File: config.mk
export PLATFORM = sky130hd
export DESIGN_NAME = can_busoff_recovery_manager_unit_flat
export DESIGN_NICKNAME = d
export VERILOG_FILES = /design/src/rtl/core/cbrm_pkg.sv /design/src/rtl/core/cbrm_if.sv /design/src/rtl/core/cbrm_input_stage.sv /design/src/rtl/core/cbrm_tick_core.sv /design/src/rtl/core/cbrm_result_stage.sv /design/src/rtl/core/can_busoff_recovery_manager_unit.sv /design/src/flat_wrapper.sv
export SDC_FILE = /design/constraint.sdc
export NUM_CORES = 1
export LEC_CHECK = 0
export ABC_AREA = 1
export BUFFER_PORTS_ARGS = -buffer_cell sky130_fd_sc_hd__buf_2
export CORE_MARGIN = 3
export CORE_UTILIZATION = 45
export DETAILED_ROUTE_END_ITERATION = 8
export GPL_TIMING_DRIVEN = 1
export PLACE_DENSITY = 0.65
export SLEW_MARGIN = 20
export SYNTH_ARGS = -nofsm -noshare
export SYNTH_HDL_FRONTEND = slang
export SYNTH_HIERARCHICAL = 1
export SYNTH_SLANG_ARGS = --single-unit
File: constraint.sdc
create_clock -name i_clk -period 2.7 [get_ports i_clk]
set_clock_uncertainty 0.1 [all_clocks]
set_input_delay 0.27 -clock i_clk [delete_from_list [all_inputs] [get_ports i_clk]]
set_output_delay 0.27 -clock i_clk [all_outputs]
set_load 0.01 [all_outputs]
File: src/rtl/core/cbrm_pkg.sv
// Shared types and constants for the CAN bus-off recovery manager.
`default_nettype none

package cbrm_pkg;

    localparam int unsigned TIMER_W = 16;
    localparam int unsigned COUNT_W = 8;
    localparam int unsigned CFG_IDX_W = 8;
    localparam int unsigned CFG_DATA_W = 16;

    localparam logic [COUNT_W-1:0] COUNT_MAX = 8'd255;

    localparam logic [TIMER_W-1:0] STARTUP_TICKS_RST = 16'd10;
    localparam logic [TIMER_W-1:0] QUICK_TICKS_RST = 16'd10;
    localparam logic [TIMER_W-1:0] SLOW_TICKS_RST = 16'd100;
    localparam logic [COUNT_W-1:0] QUICK_LIMIT_RST = 8'd6;

    localparam logic [CFG_IDX_W-1:0] REG_STARTUP_TICKS = 8'd0;
    localparam logic [CFG_IDX_W-1:0] REG_QUICK_TICKS = 8'd1;
    localparam logic [CFG_IDX_W-1:0] REG_SLOW_TICKS = 8'd2;
    localparam logic [CFG_IDX_W-1:0] REG_QUICK_LIMIT = 8'd3;

    typedef struct packed {
        logic busoff_seen;
        logic tx_confirmed;
    } t_tick;

    typedef struct packed {
        logic               send_frame;
        logic               busoff_notice;
        logic               controller_reinit;
        logic               busoff_end_notice;
        logic               recovery_success;
        logic               in_busoff;
        logic [COUNT_W-1:0] busoff_total;
    } t_result;

endpackage

`default_nettype wire

File: src/rtl/core/cbrm_if.sv
// Handshake interfaces for tick input, result output and register writes.
`default_nettype none

interface cbrm_in_if;
    logic valid;
    logic ready;
    logic busoff_seen;
    logic tx_confirmed;

    modport source (output valid, output busoff_seen, output tx_confirmed, input ready);
    modport sink (input valid, input busoff_seen, input tx_confirmed, output ready);
endinterface

interface cbrm_out_if;
    logic       valid;
    logic       ready;
    logic       send_frame;
    logic       busoff_notice;
    logic       controller_reinit;
    logic       busoff_end_notice;
    logic       recovery_success;
    logic       in_busoff;
    logic [7:0] busoff_total;

    modport source (output valid, output send_frame, output busoff_notice,
                    output controller_reinit, output busoff_end_notice,
                    output recovery_success, output in_busoff, output busoff_total,
                    input ready);
    modport sink (input valid, input send_frame, input busoff_notice,
                  input controller_reinit, input busoff_end_notice,
                  input recovery_success, input in_busoff, input busoff_total,
                  output ready);
endinterface

interface cbrm_cfg_if;
    logic        valid;
    logic        ready;
    logic [7:0]  index;
    logic [15:0] data;

    modport source (output valid, output index, output data, input ready);
    modport sink (input valid, input index, input data, output ready);
endinterface

`default_nettype wire

File: src/rtl/core/cbrm_input_stage.sv
// Input register that captures one tick transaction.
`default_nettype none

module cbrm_input_stage (
    input  wire            i_clk,
    input  wire            i_rst_n,
    cbrm_in_if.sink        i_item,
    input  wire            i_advance,
    output logic           o_valid,
    output cbrm_pkg::t_tick o_tick
);
    import cbrm_pkg::*;

    logic  r_valid;
    t_tick r_tick;

    assign i_item.ready = !r_valid || i_advance;

    always_ff @(posedge i_clk) begin
        if (!i_rst_n) begin
            r_valid <= 1'b0;
        end else if (i_item.ready) begin
            r_valid <= i_item.valid;
        end
    end

    always_ff @(posedge i_clk) begin
        if (i_item.valid && i_item.ready) begin
            r_tick.busoff_seen  <= i_item.busoff_seen;
            r_tick.tx_confirmed <= i_item.tx_confirmed;
        end
    end

    assign o_valid = r_valid;
    assign o_tick  = r_tick;

endmodule

`default_nettype wire

File: src/rtl/core/cbrm_tick_core.sv
// Configuration registers, recovery state and the per-tick update logic.
`default_nettype none

module cbrm_tick_core (
    input  wire               i_clk,
    input  wire               i_rst_n,
    cbrm_cfg_if.sink          i_cfg,
    input  wire               i_advance,
    input  cbrm_pkg::t_tick   i_tick,
    output cbrm_pkg::t_result o_result
);
    import cbrm_pkg::*;

    logic [TIMER_W-1:0] r_startup_ticks;
    logic [TIMER_W-1:0] r_quick_ticks;
    logic [TIMER_W-1:0] r_slow_ticks;
    logic [COUNT_W-1:0] r_quick_limit;

    logic [TIMER_W-1:0] r_startup_timer, n_startup_timer;
    logic [TIMER_W-1:0] r_recover_timer, n_recover_timer;
    logic               r_off_flag, n_off_flag;
    logic [COUNT_W-1:0] r_off_count, n_off_count;
    logic               r_pend_busoff, n_pend_busoff;
    logic               r_pend_confirm, n_pend_confirm;
    logic               r_ticked;

    logic cfg_write;

    assign i_cfg.ready = 1'b1;
    assign cfg_write   = i_cfg.valid;

    always_ff @(posedge i_clk) begin
        if (!i_rst_n) begin
            r_startup_ticks <= STARTUP_TICKS_RST;
            r_quick_ticks   <= QUICK_TICKS_RST;
            r_slow_ticks    <= SLOW_TICKS_RST;
            r_quick_limit   <= QUICK_LIMIT_RST;
        end else if (cfg_write) begin
            case (i_cfg.index)
                REG_STARTUP_TICKS: r_startup_ticks <= i_cfg.data;
                REG_QUICK_TICKS:   r_quick_ticks   <= i_cfg.data;
                REG_SLOW_TICKS:    r_slow_ticks    <= i_cfg.data;
                REG_QUICK_LIMIT:   r_quick_limit   <= i_cfg.data[COUNT_W-1:0];
                default: ;
            endcase
        end
    end

    always_comb begin
        n_startup_timer = r_startup_timer;
        n_recover_timer = r_recover_timer;
        n_off_flag      = r_off_flag;
        n_off_count     = r_off_count;
        n_pend_busoff   = r_pend_busoff || i_tick.busoff_seen;
        n_pend_confirm  = r_pend_confirm || i_tick.tx_confirmed;
        o_result        = '0;

        if (r_startup_timer != '0) begin
            n_startup_timer     = r_startup_timer - 1'b1;
            o_result.send_frame = (n_startup_timer == '0);
        end else begin
            // recovery countdown
            if (r_off_flag) begin
                if (r_recover_timer != '0) begin
                    n_recover_timer = r_recover_timer - 1'b1;
                end
                if (n_recover_timer == '0) begin
                    o_result.send_frame        = 1'b1;
                    o_result.busoff_end_notice = 1'b1;
                    n_off_flag                 = 1'b0;
                end
            end
            // bus-off entry
            if (n_pend_busoff) begin
                n_pend_busoff = 1'b0;
                n_off_flag    = 1'b1;
                if (r_off_count != COUNT_MAX) begin
                    n_off_count = r_off_count + 1'b1;
                end
                o_result.busoff_notice     = 1'b1;
                o_result.controller_reinit = 1'b1;
                n_recover_timer = (n_off_count < r_quick_limit) ? r_quick_ticks
                                                                : r_slow_ticks;
            end
            // transmit confirm clears the count
            if (n_pend_confirm) begin
                n_pend_confirm = 1'b0;
                if (n_off_count != '0) begin
                    n_off_count               = '0;
                    o_result.recovery_success = 1'b1;
                end
            end
        end

        o_result.in_busoff    = n_off_flag;
        o_result.busoff_total = n_off_count;
    end

    always_ff @(posedge i_clk) begin
        if (!i_rst_n) begin
            r_startup_timer <= STARTUP_TICKS_RST;
            r_recover_timer <= '0;
            r_off_flag      <= 1'b0;
            r_off_count     <= '0;
            r_pend_busoff   <= 1'b0;
            r_pend_confirm  <= 1'b0;
            r_ticked        <= 1'b0;
        end else if (i_advance) begin
            r_startup_timer <= n_startup_timer;
            r_recover_timer <= n_recover_timer;
            r_off_flag      <= n_off_flag;
            r_off_count     <= n_off_count;
            r_pend_busoff   <= n_pend_busoff;
            r_pend_confirm  <= n_pend_confirm;
            r_ticked        <= 1'b1;
        end else if (cfg_write && i_cfg.index == REG_STARTUP_TICKS && !r_ticked) begin
            r_startup_timer <= i_cfg.data;
        end
    end

endmodule

`default_nettype wire

File: src/rtl/core/cbrm_result_stage.sv
// Result register that holds one result transaction until it is taken.
`default_nettype none

module cbrm_result_stage (
    input  wire               i_clk,
    input  wire               i_rst_n,
    input  wire               i_load,
    input  cbrm_pkg::t_result i_result,
    cbrm_out_if.source        o_result,
    output logic              o_free
);
    import cbrm_pkg::*;

    logic    r_valid;
    t_result r_result;

    assign o_free = !r_valid || o_result.ready;

    always_ff @(posedge i_clk) begin
        if (!i_rst_n) begin
            r_valid <= 1'b0;
        end else if (o_free) begin
            r_valid <= i_load;
        end
    end

    always_ff @(posedge i_clk) begin
        if (i_load) begin
            r_result <= i_result;
        end
    end

    assign o_result.valid             = r_valid;
    assign o_result.send_frame        = r_result.send_frame;
    assign o_result.busoff_notice     = r_result.busoff_notice;
    assign o_result.controller_reinit = r_result.controller_reinit;
    assign o_result.busoff_end_notice = r_result.busoff_end_notice;
    assign o_result.recovery_success  = r_result.recovery_success;
    assign o_result.in_busoff         = r_result.in_busoff;
    assign o_result.busoff_total      = r_result.busoff_total;

endmodule

`default_nettype wire

File: src/rtl/core/can_busoff_recovery_manager_unit.sv
// Top level of the CAN bus-off recovery manager.
// Takes one main-function tick per clock cycle while the result output is not stalled and
// returns one result per tick: the tick is held in the input register, then the state
// update loads the result register. The tick input stays ready while the result register is
// empty or being drained, and the input register holds one more tick while a result waits.
// Register writes are taken every cycle and should be issued only while no tick is in flight.
`default_nettype none

module can_busoff_recovery_manager_unit (
    input  wire        i_clk,
    input  wire        i_rst_n,
    cbrm_in_if.sink    i_item,
    cbrm_cfg_if.sink   i_cfg,
    cbrm_out_if.source o_result
);
    import cbrm_pkg::*;

    logic    tick_valid;
    t_tick   tick;
    t_result result;
    logic    out_free;
    logic    advance;

    assign advance = tick_valid && out_free;

    cbrm_input_stage u_input (
        .i_clk     (i_clk),
        .i_rst_n   (i_rst_n),
        .i_item    (i_item),
        .i_advance (advance),
        .o_valid   (tick_valid),
        .o_tick    (tick)
    );

    cbrm_tick_core u_core (
        .i_clk     (i_clk),
        .i_rst_n   (i_rst_n),
        .i_cfg     (i_cfg),
        .i_advance (advance),
        .i_tick    (tick),
        .o_result  (result)
    );

    cbrm_result_stage u_result (
        .i_clk    (i_clk),
        .i_rst_n  (i_rst_n),
        .i_load   (advance),
        .i_result (result),
        .o_result (o_result),
        .o_free   (out_free)
    );

endmodule

`default_nettype wire

File: src/flat_wrapper.sv
// flat-port wrapper written by rule: the top's interface ports become plain ports
module can_busoff_recovery_manager_unit_flat import cbrm_pkg::*;
  (i_clk, i_rst_n, i_item_valid, i_item_busoff_seen, i_item_tx_confirmed, i_item_ready, i_cfg_valid, i_cfg_index, i_cfg_data, i_cfg_ready, o_result_valid, o_result_send_frame, o_result_busoff_notice, o_result_controller_reinit, o_result_busoff_end_notice, o_result_recovery_success, o_result_in_busoff, o_result_busoff_total, o_result_ready);
  cbrm_in_if i_item_i ();
  cbrm_cfg_if i_cfg_i ();
  cbrm_out_if o_result_i ();
  input  wire i_clk;
  input  wire i_rst_n;
  input wire logic [$bits(i_item_i.valid)-1:0] i_item_valid;
  input wire logic [$bits(i_item_i.busoff_seen)-1:0] i_item_busoff_seen;
  input wire logic [$bits(i_item_i.tx_confirmed)-1:0] i_item_tx_confirmed;
  output wire logic [$bits(i_item_i.ready)-1:0] i_item_ready;
  input wire logic [$bits(i_cfg_i.valid)-1:0] i_cfg_valid;
  input wire logic [$bits(i_cfg_i.index)-1:0] i_cfg_index;
  input wire logic [$bits(i_cfg_i.data)-1:0] i_cfg_data;
  output wire logic [$bits(i_cfg_i.ready)-1:0] i_cfg_ready;
  output wire logic [$bits(o_result_i.valid)-1:0] o_result_valid;
  output wire logic [$bits(o_result_i.send_frame)-1:0] o_result_send_frame;
  output wire logic [$bits(o_result_i.busoff_notice)-1:0] o_result_busoff_notice;
  output wire logic [$bits(o_result_i.controller_reinit)-1:0] o_result_controller_reinit;
  output wire logic [$bits(o_result_i.busoff_end_notice)-1:0] o_result_busoff_end_notice;
  output wire logic [$bits(o_result_i.recovery_success)-1:0] o_result_recovery_success;
  output wire logic [$bits(o_result_i.in_busoff)-1:0] o_result_in_busoff;
  output wire logic [$bits(o_result_i.busoff_total)-1:0] o_result_busoff_total;
  input wire logic [$bits(o_result_i.ready)-1:0] o_result_ready;
  assign i_item_i.valid = i_item_valid;
  assign i_item_i.busoff_seen = i_item_busoff_seen;
  assign i_item_i.tx_confirmed = i_item_tx_confirmed;
  assign i_item_ready = i_item_i.ready;
  assign i_cfg_i.valid = i_cfg_valid;
  assign i_cfg_i.index = i_cfg_index;
  assign i_cfg_i.data = i_cfg_data;
  assign i_cfg_ready = i_cfg_i.ready;
  assign o_result_valid = o_result_i.valid;
  assign o_result_send_frame = o_result_i.send_frame;
  assign o_result_busoff_notice = o_result_i.busoff_notice;
  assign o_result_controller_reinit = o_result_i.controller_reinit;
  assign o_result_busoff_end_notice = o_result_i.busoff_end_notice;
  assign o_result_recovery_success = o_result_i.recovery_success;
  assign o_result_in_busoff = o_result_i.in_busoff;
  assign o_result_busoff_total = o_result_i.busoff_total;
  assign o_result_i.ready = o_result_ready;
  can_busoff_recovery_manager_unit u_core (.i_clk(i_clk), .i_rst_n(i_rst_n), .i_item(i_item_i), .i_cfg(i_cfg_i), .o_result(o_result_i));
endmodule
==> results of run 1 <==
## logic make-up (layout without fill, tap and decap cells)
kind of cell             after synthesis  count (layout)  share of synthesized area
AO/OA/AOI/OAI                        217             217                      0.211
flip-flops                           102             102                      0.397
buffers and inverters                141             196                      0.101
AND/OR/NAND/NOR                      286             287                      0.234
adder cells (fa/ha/maj)               11              11                     0.0248
XOR/XNOR                              20              20                     0.0316
other                                  1               1                   0.000676
## timing repair
action / 4_1_cts / 5_1_grt
setup endpoints to repair: 16 / 16
hold buffers: 2 / 0
endpoints found under the hold margin: 2 / 0
gates resized for setup: 1 / 32
pin swaps: 0 / 25
gates cloned: 0 / 2
setup buffers: 0 / 4
## report_power, final
group	internal, uW	leakage [uW]	total, uW	switching [uW]
clock network	818	0.000164	1400	580
logic	141	0.00198	410	270
registers	1590	0.000855	1620	34.1
total	2550	0.00300	3430	884
## through the flow
stage                     utilization  hold WS [ns]  power, uW  setup slack [ns]  cell area [um^2]
final                           0.559        0.0892       3430            0.0366              6540
after global routing            0.559        0.0942       3570           -0.0853              6540
after CTS                       0.541        0.0738       3440           0.00280              6330
after detailed placement        0.510         0.349       2050           -0.0675              5980
after global placement          0.510         0.347       2030            0.0993              5980
after floorplan                     -         0.269       1920            0.0155              5560
## critical path: stages, from the launching register on
cell	delay, ns
dfxtp_1	0.49
nand2_4	0.09
nor2_4	0.18
nand2_4	0.07
nand3_2	0.10
nor2_2	0.04
xor2_1	0.16
ha_1	0.33
a21oi_2	0.15
nor2_2	0.06
a211oi_4	0.24
buf_12	0.17
clkbuf_16	0.14
nand3_1	0.08
nand3_1	0.08
a21oi_1	0.06
## worst max-delay path by stage
stage                                 startpoint                                 to  slack [ns]  depth (start not counted)
floorplan           u_core/u_core/r_off_count[0]  u_core/u_core/r_recover_timer[15]        0.02                         13
global placement    u_core/u_core/r_off_count[0]   u_core/u_core/r_recover_timer[6]         0.1                         15
detailed placement  u_core/u_core/r_off_count[0]  u_core/u_core/r_recover_timer[13]       -0.07                         13
CTS                 u_core/u_core/r_off_count[0]  u_core/u_core/r_recover_timer[13]       0.003                         15
global route        u_core/u_core/r_off_count[2]   u_core/u_core/r_recover_timer[6]       -0.09                         15
finish              u_core/u_core/r_off_count[3]   u_core/u_core/r_recover_timer[9]        0.04                         15
## synthesized netlist by cell type, types with 2 or more instances
| library cell | n |
|---|---|
| nor2_1 | 57 |
| nand2_2 | 7 |
| a21oi_1 | 81 |
| nor2_4 | 3 |
| ha_1 | 11 |
| nand2_4 | 3 |
| nand3_1 | 47 |
| buf_2 | 9 |
| nand4_1 | 4 |
| a21oi_2 | 2 |
| inv_1 | 98 |
| buf_4 | 3 |
| inv_2 | 6 |
| o211ai_1 | 7 |
| clkbuf_1 | 21 |
| xor2_1 | 11 |
| clkinv_1 | 3 |
| o22ai_1 | 8 |
| nor3b_1 | 3 |
| edfxtp_1 | 16 |
| nand3b_1 | 4 |
| nor2_2 | 4 |
| a31oi_1 | 13 |
| xnor2_1 | 9 |
| nand4_2 | 2 |
| o21ai_0 | 99 |
| nor4_1 | 2 |
| o21ai_1 | 2 |
| nor3_1 | 5 |
| nand2_1 | 139 |
| or2_2 | 4 |
| dfxtp_1 | 86 |
## state kept, by name, summed over array words and instances, names as in the netlist, 2 cells and up
signal                                 flops
u_core/u_core/r_quick_ticks               16
u_core/u_core/r_quick_limit                8
u_core/u_input/o_tick                      2
u_core/u_core/r_off_count                  8
u_core/u_core/r_startup_timer             16
u_core/u_core/r_recover_timer             16
u_core/u_result/o_result.busoff_total      8
u_core/u_core/r_slow_ticks                16
## final cells by class
class                      instances  area share
clock buffer                      13      0.0480
clock inverter                     2     0.00229
inverter                         107      0.0614
multi-input combinational        536       0.449
sequential                       102       0.338
tap                              143      0.0273
timing repair buffer              74      0.0746
## per-layer routing
metal / vias up / track usage
met4: 0 / 0.0902
met1: 2442 / 0.298
li1: 2680 / -
met5: - / 0
met3: 24 / 0.0370
met2: 155 / 0.349
==> flow_metrics.env, run 1 <==
export IMPL_status="complete, no violations"
export IMPL_r2r_start="u_core/u_core/r_off_count[3]"
export IMPL_finalWirelength_mm=14.9
export IMPL_met2WireLength_mm=6.81
export IMPL_numCtsBuffers=9
export IMPL_synth_edff_count=16
export IMPL_setup_viol=0
export IMPL_ys_types=41
export IMPL_fillers=1125
export IMPL_p_leak_uw=0.00300
export IMPL_synth_nets=820
export IMPL_pin_count=48
export IMPL_wl_per_cell_um=15.2
export IMPL_ys_seq_area_frac=0.397
export IMPL_clock_root_buffer="clkbuf_16"
export IMPL_layout_commonest_cell="nand2_1"
export IMPL_ys_ff_latch=102
export IMPL_max_slew_margin=0.574
export IMPL_syn_to_final_growth_pct=17.9
export IMPL_final_hold_violation_count=0
export IMPL_timing_rr_end="u_core/u_core/r_recover_timer[9]"
export IMPL_crit_type="flop to flop"
export IMPL_rr_worst_depth=15
export IMPL_fp_dieH_um=117
export IMPL_whs_path_depth=3
export IMPL_syn_area_per_cell_um2=7.13
export IMPL_max_clock_freq_ghz=0.375
export IMPL_grt_first_pass_wirelength_mm=23.8
export IMPL_grt_pass1_vias=4933
export IMPL_synthFlopType="dfxtp_1"
export IMPL_max_cap_violations=0
export IMPL_vdd_drop_max_v=0.000304
export IMPL_fp_dieW_um=117
export IMPL_postRouteAntennaNets=0
export IMPL_cp_required_ns=2.84
export IMPL_grt_max_degree=73
export IMPL_netlist_instances=778
export IMPL_highest_layer="met4"
export IMPL_seqCellArea_um2=2210
export IMPL_yosys_warnings=6
export IMPL_drc=0
export IMPL_min_from="i_item_valid"
export IMPL_clk_latency_ns=0.35
export IMPL_timing_reg2reg_setup_slack_ns=0.04
export IMPL_n_antenna_cell=0
export IMPL_fin_crit_sh=0.986
export IMPL_synthTopCellsByArea="dfxtp_1 31%, nand2_1 9.4%, o21ai_0 8.9%"
export IMPL_drv_slew=0
export IMPL_grt_ovfl_total=0
export IMPL_nets=872
export IMPL_synth_top_cell_area_share=0.310
export IMPL_crit_path_end_kind="flop"
export IMPL_h_tree_depth=3
export IMPL_synth_area_um2=5550
export IMPL_crit_fanout=7
export IMPL_start_kind="flop"
export IMPL_clk_path_buf_depth=2
export IMPL_grt_use_total=0.220
export IMPL_core_region_area_um2=11700
export IMPL_routabilityCongestion=0.941
export IMPL_holdPathEnd="u_core/u_input/o_valid"
export IMPL_hpwlAfterDp_mm=10.6
export IMPL_worstMarginPinSlew_ns=0.633
export IMPL_yosysTopAreaCell="dfxtp_1"
export IMPL_row_count=39
export IMPL_vias=5301
export IMPL_portBuffers=46
export IMPL_die_area_um2=13700
export IMPL_drt_iter0_markers=273
export IMPL_cts_num_sinks=102
export IMPL_drive_gt1_frac=0.181
export IMPL_dp_cells=954
export IMPL_layout_common_cells="139 x nand2_1, 98 x inv_1, 98 x o21ai_0, 82 x dfxtp_1, 76 x a21oi_1"
export IMPL_hold_path_class="input port to flop"
export IMPL_antenna_found_initial=0
export IMPL_grt_setup_unrepaired="true"
export IMPL_ys_async_sr_fraction=0
export IMPL_initial_core_util=0.474
export IMPL_power_density_nw_per_um2=525
export IMPL_cp_arrival_ns=2.80
export IMPL_drt_pass1_iterations=5
export IMPL_clk_pin_slew_ns=0.07
export IMPL_multi_input_area_um2=2940
export IMPL_period_needed_ns=2.66
export IMPL_vias_per_cell=5.43
export IMPL_layout_cells_non_filler=977
export IMPL_cts_tree="built"
export IMPL_wl_met3_um=774
export IMPL_wl_met1_mm=6.96
export IMPL_tns_ns=0
Power figures use the tool's default switching activity.
==> run 2: changes to the inputs <==
--- a/config.mk
+++ b/config.mk
@@ -15,5 +15,4 @@
 export SLEW_MARGIN = 20
 export SYNTH_ARGS = -nofsm -noshare
 export SYNTH_HDL_FRONTEND = slang
-export SYNTH_HIERARCHICAL = 1
 export SYNTH_SLANG_ARGS = --single-unit
==> run 2 against run 1 <==
  * Total power is 3.7% higher
  * Final area grew 1.1%
  * Worst setup slack improved by 0.027 ns
  * Final cell count grew 4.5%
  * Combinational power rose by 42%
  * Synthesized cell count increased by 2.1%
  * Largest power group unchanged
==> flow_metrics.env, run 2 <==
export IMPL_synthTopCellsByArea="dfxtp_1 31%, nand2_1 10%, edfxtp_1 8.1%"
export IMPL_yosysTopAreaCell="dfxtp_1"
export IMPL_grt_first_pass_wirelength_mm=24.0
export IMPL_power_density_nw_per_um2=538
export IMPL_grt_use_total=0.213
export IMPL_layout_commonest_cell="nand2_1"
export IMPL_fp_dieW_um=117
export IMPL_dpl_cell_area_um2=6040
export IMPL_clk_path_buf_depth=2
export IMPL_grt_max_degree=69
export IMPL_hold_path_class="input port to flop"
export IMPL_die_area_um2=13800
export IMPL_wl_per_cell_um=14.5
export IMPL_cts_num_sinks=101
export IMPL_fp_dieH_um=117
export IMPL_ys_ff_latch=101
export IMPL_initial_core_util=0.463
export IMPL_final_hold_violation_count=0
export IMPL_setup_ws_ns=0.0633
export IMPL_synth_top_cell_area_share=0.308
export IMPL_fin_crit_sh=0.977
export IMPL_grt_ovfl_total=0
export IMPL_synthFlopType="dfxtp_1"
export IMPL_final_cell_area_um2=6620
export IMPL_max_clock_freq_ghz=0.379
export IMPL_synth_edff_count=15
export IMPL_layout_common_cells="141 x nand2_1, 102 x inv_1, 85 x o21ai_0, 82 x dfxtp_1, 72 x a21oi_1"
export IMPL_postRouteAntennaNets=0
export IMPL_ys_seq_area_frac=0.389
export IMPL_row_count=40
export IMPL_cp_required_ns=2.84
export IMPL_crit_chain="ha_4, inv_4, nor2_4, nand2_2, inv_2, nor2_4, nand2_2, xor2_2, ha_1, a21oi_2, nor2_2, a211oi_4, buf_12, clkbuf_16, nand3_2, nand3_1, a21oi_1"
export IMPL_clk_pin_slew_ns=0.07
export IMPL_setup_viol=0
export IMPL_finalWirelength_mm=14.9
export IMPL_critPathMaxStageDelay_ns=0.35
export IMPL_cpMaxStageDelayCell="dfxtp_4"
export IMPL_vdd_drop_max_v=0.000372
export IMPL_clock_root_buffer="clkbuf_16"
export IMPL_nets=891
export IMPL_yosys_warnings=0
export IMPL_drive_gt1_frac=0.179
export IMPL_grt_setup_unrepaired="true"
export IMPL_pin_count=48
export IMPL_ys_async_sr_fraction=0
export IMPL_portBuffers=46
export IMPL_drt_iter0_markers=355
export IMPL_synth_area_um2=5580
export IMPL_syn_to_final_growth_pct=18.5
export IMPL_max_slew_margin=0.422
export IMPL_synth_commonest_cells="148 x nand2_1, 104 x inv_1, 86 x dfxtp_1, 86 x o21ai_0, 77 x a21oi_1"
export IMPL_syn_area_per_cell_um2=7.03
export IMPL_p_leak_uw=0.00307
export IMPL_cp_arrival_ns=2.78
export IMPL_drt_pass1_iterations=5
export IMPL_n_antenna_cell=0
export IMPL_antenna_found_initial=0
export IMPL_cts_tree="built"
export IMPL_ys_types=42
export IMPL_routabilityCongestion=0.925
export IMPL_worstMarginPinSlew_ns=0.864
export IMPL_drv_slew=0
export IMPL_netlist_instances=794
export IMPL_crit_fanout=8
export IMPL_synth_nets=837
export IMPL_period_needed_ns=2.64
export IMPL_crit_type="flop to flop"
export IMPL_crit_buf_inv=4
export IMPL_numCtsBuffers=9
export IMPL_drc=0
export IMPL_start_kind="flop"
export IMPL_post_place_ws_ns=0.0526
export IMPL_h_tree_depth=3
export IMPL_status="complete, no violations"
export IMPL_core_region_area_um2=12100
export IMPL_yosysMostFrequentCell="nand2_1"
export IMPL_grt_pass1_vias=4890
export IMPL_crit_path_end_kind="flop"
export IMPL_vias_per_cell=5.33
export IMPL_hpwlAfterDp_mm=10.8
export IMPL_clk_latency_ns=0.36
export IMPL_path_delay_family="simple AND/OR/NAND/NOR gates"
export IMPL_max_cap_violations=0
export IMPL_vias=5442
-- run 2: changes by cell type in the layout (fill, tap and decap cells not counted), moves of 4 or more --
| cell | change |
|---|---|
| nand4_1 | +5 |
| nand2_2 | +10 |
| a21oi_1 | -4 |
| o21ai_0 | -13 |
| or2_2 | -4 |
| nand3_1 | +8 |
| nor2_1 | +10 |
| o211ai_1 | +7 |
| inv_1 | +4 |
-- run 2: final cells by class --
type / instances / area [um^2]
clock buffer: 10 / 239
clock inverter: 6 / 73.8
fill: 1154 / 5440
inverter: 108 / 409
multi-input combinational: 551 / 3000
sequential: 101 / 2180
tap: 168 / 210
timing repair buffer: 77 / 510
-- run 2: cells by family after synthesis --
group,share of synthesized area
compound gates,0.200
xor+xnor,0.0329
fa+ha+maj,0.0269
buf+inv,0.103
flops,0.389
other cells,0.000672
simple gates,0.247
-- run 2: power by group --
part | switching, uW | total, uW | internal, uW | leakage (uW)
combinational | 360 | 584 | 224 | 0.00207
sequential | 33.4 | 1600 | 1570 | 0.000844
clock | 613 | 1370 | 760 | 0.000156
-- run 2: final timing paths --
path | startpoint | endpoint | slack, ns | cells past startpoint
worst max-delay path | u_core.u_core.r_off_count[1] | u_core.u_core.r_recover_timer[5] | 0.06 | 17
worst max register to register | u_core.u_core.r_off_count[1] | u_core.u_core.r_recover_timer[5] | 0.06 | 17
worst min register to register | u_core.u_core.r_slow_ticks[1] | u_core.u_core.r_slow_ticks[1] | 0.36 | 2
worst min-delay path | i_item_valid | u_core.u_input.o_valid | 0.09 | 3
-- run 2: timing repair --
action,4_1_cts,5_1_grt
endpoints found under the hold margin,2,0
gates resized for setup,0,41
endpoints found under the setup margin,0,16
hold buffers,2,0
buffers inserted,0,6
-- run 2: routing by layer --
| metal | wire length, um | vias to the layer above | track usage |
|---|---|---|---|
| met2 | 6790 | 184 | 0.333 |
| li1 | - | 2730 | - |
| met1 | 6670 | 2499 | 0.290 |
| met4 | 404 | 0 | 0.0975 |
| met5 | 0 | - | 0 |
| met3 | 994 | 29 | 0.0342 |
-- run 2: through the flow --
step	cells	hold WS (ns)	TNS, ns	total power, uW	utilization
floorplan	794	0.269	0	1990	-
global placement	995	0.344	0	2120	0.501
detailed placement	995	0.348	0	2130	0.501
CTS	1013	0.0888	0	3500	0.528
global route	1021	0.119	-0.669	3720	0.549
finish	1021	0.0915	0	3560	0.549
-- run 2: tightest hold or removal path: stages --
cell and delay (ns):
buf_2 0.09, nand2_1 0.07, a21oi_1 0.06
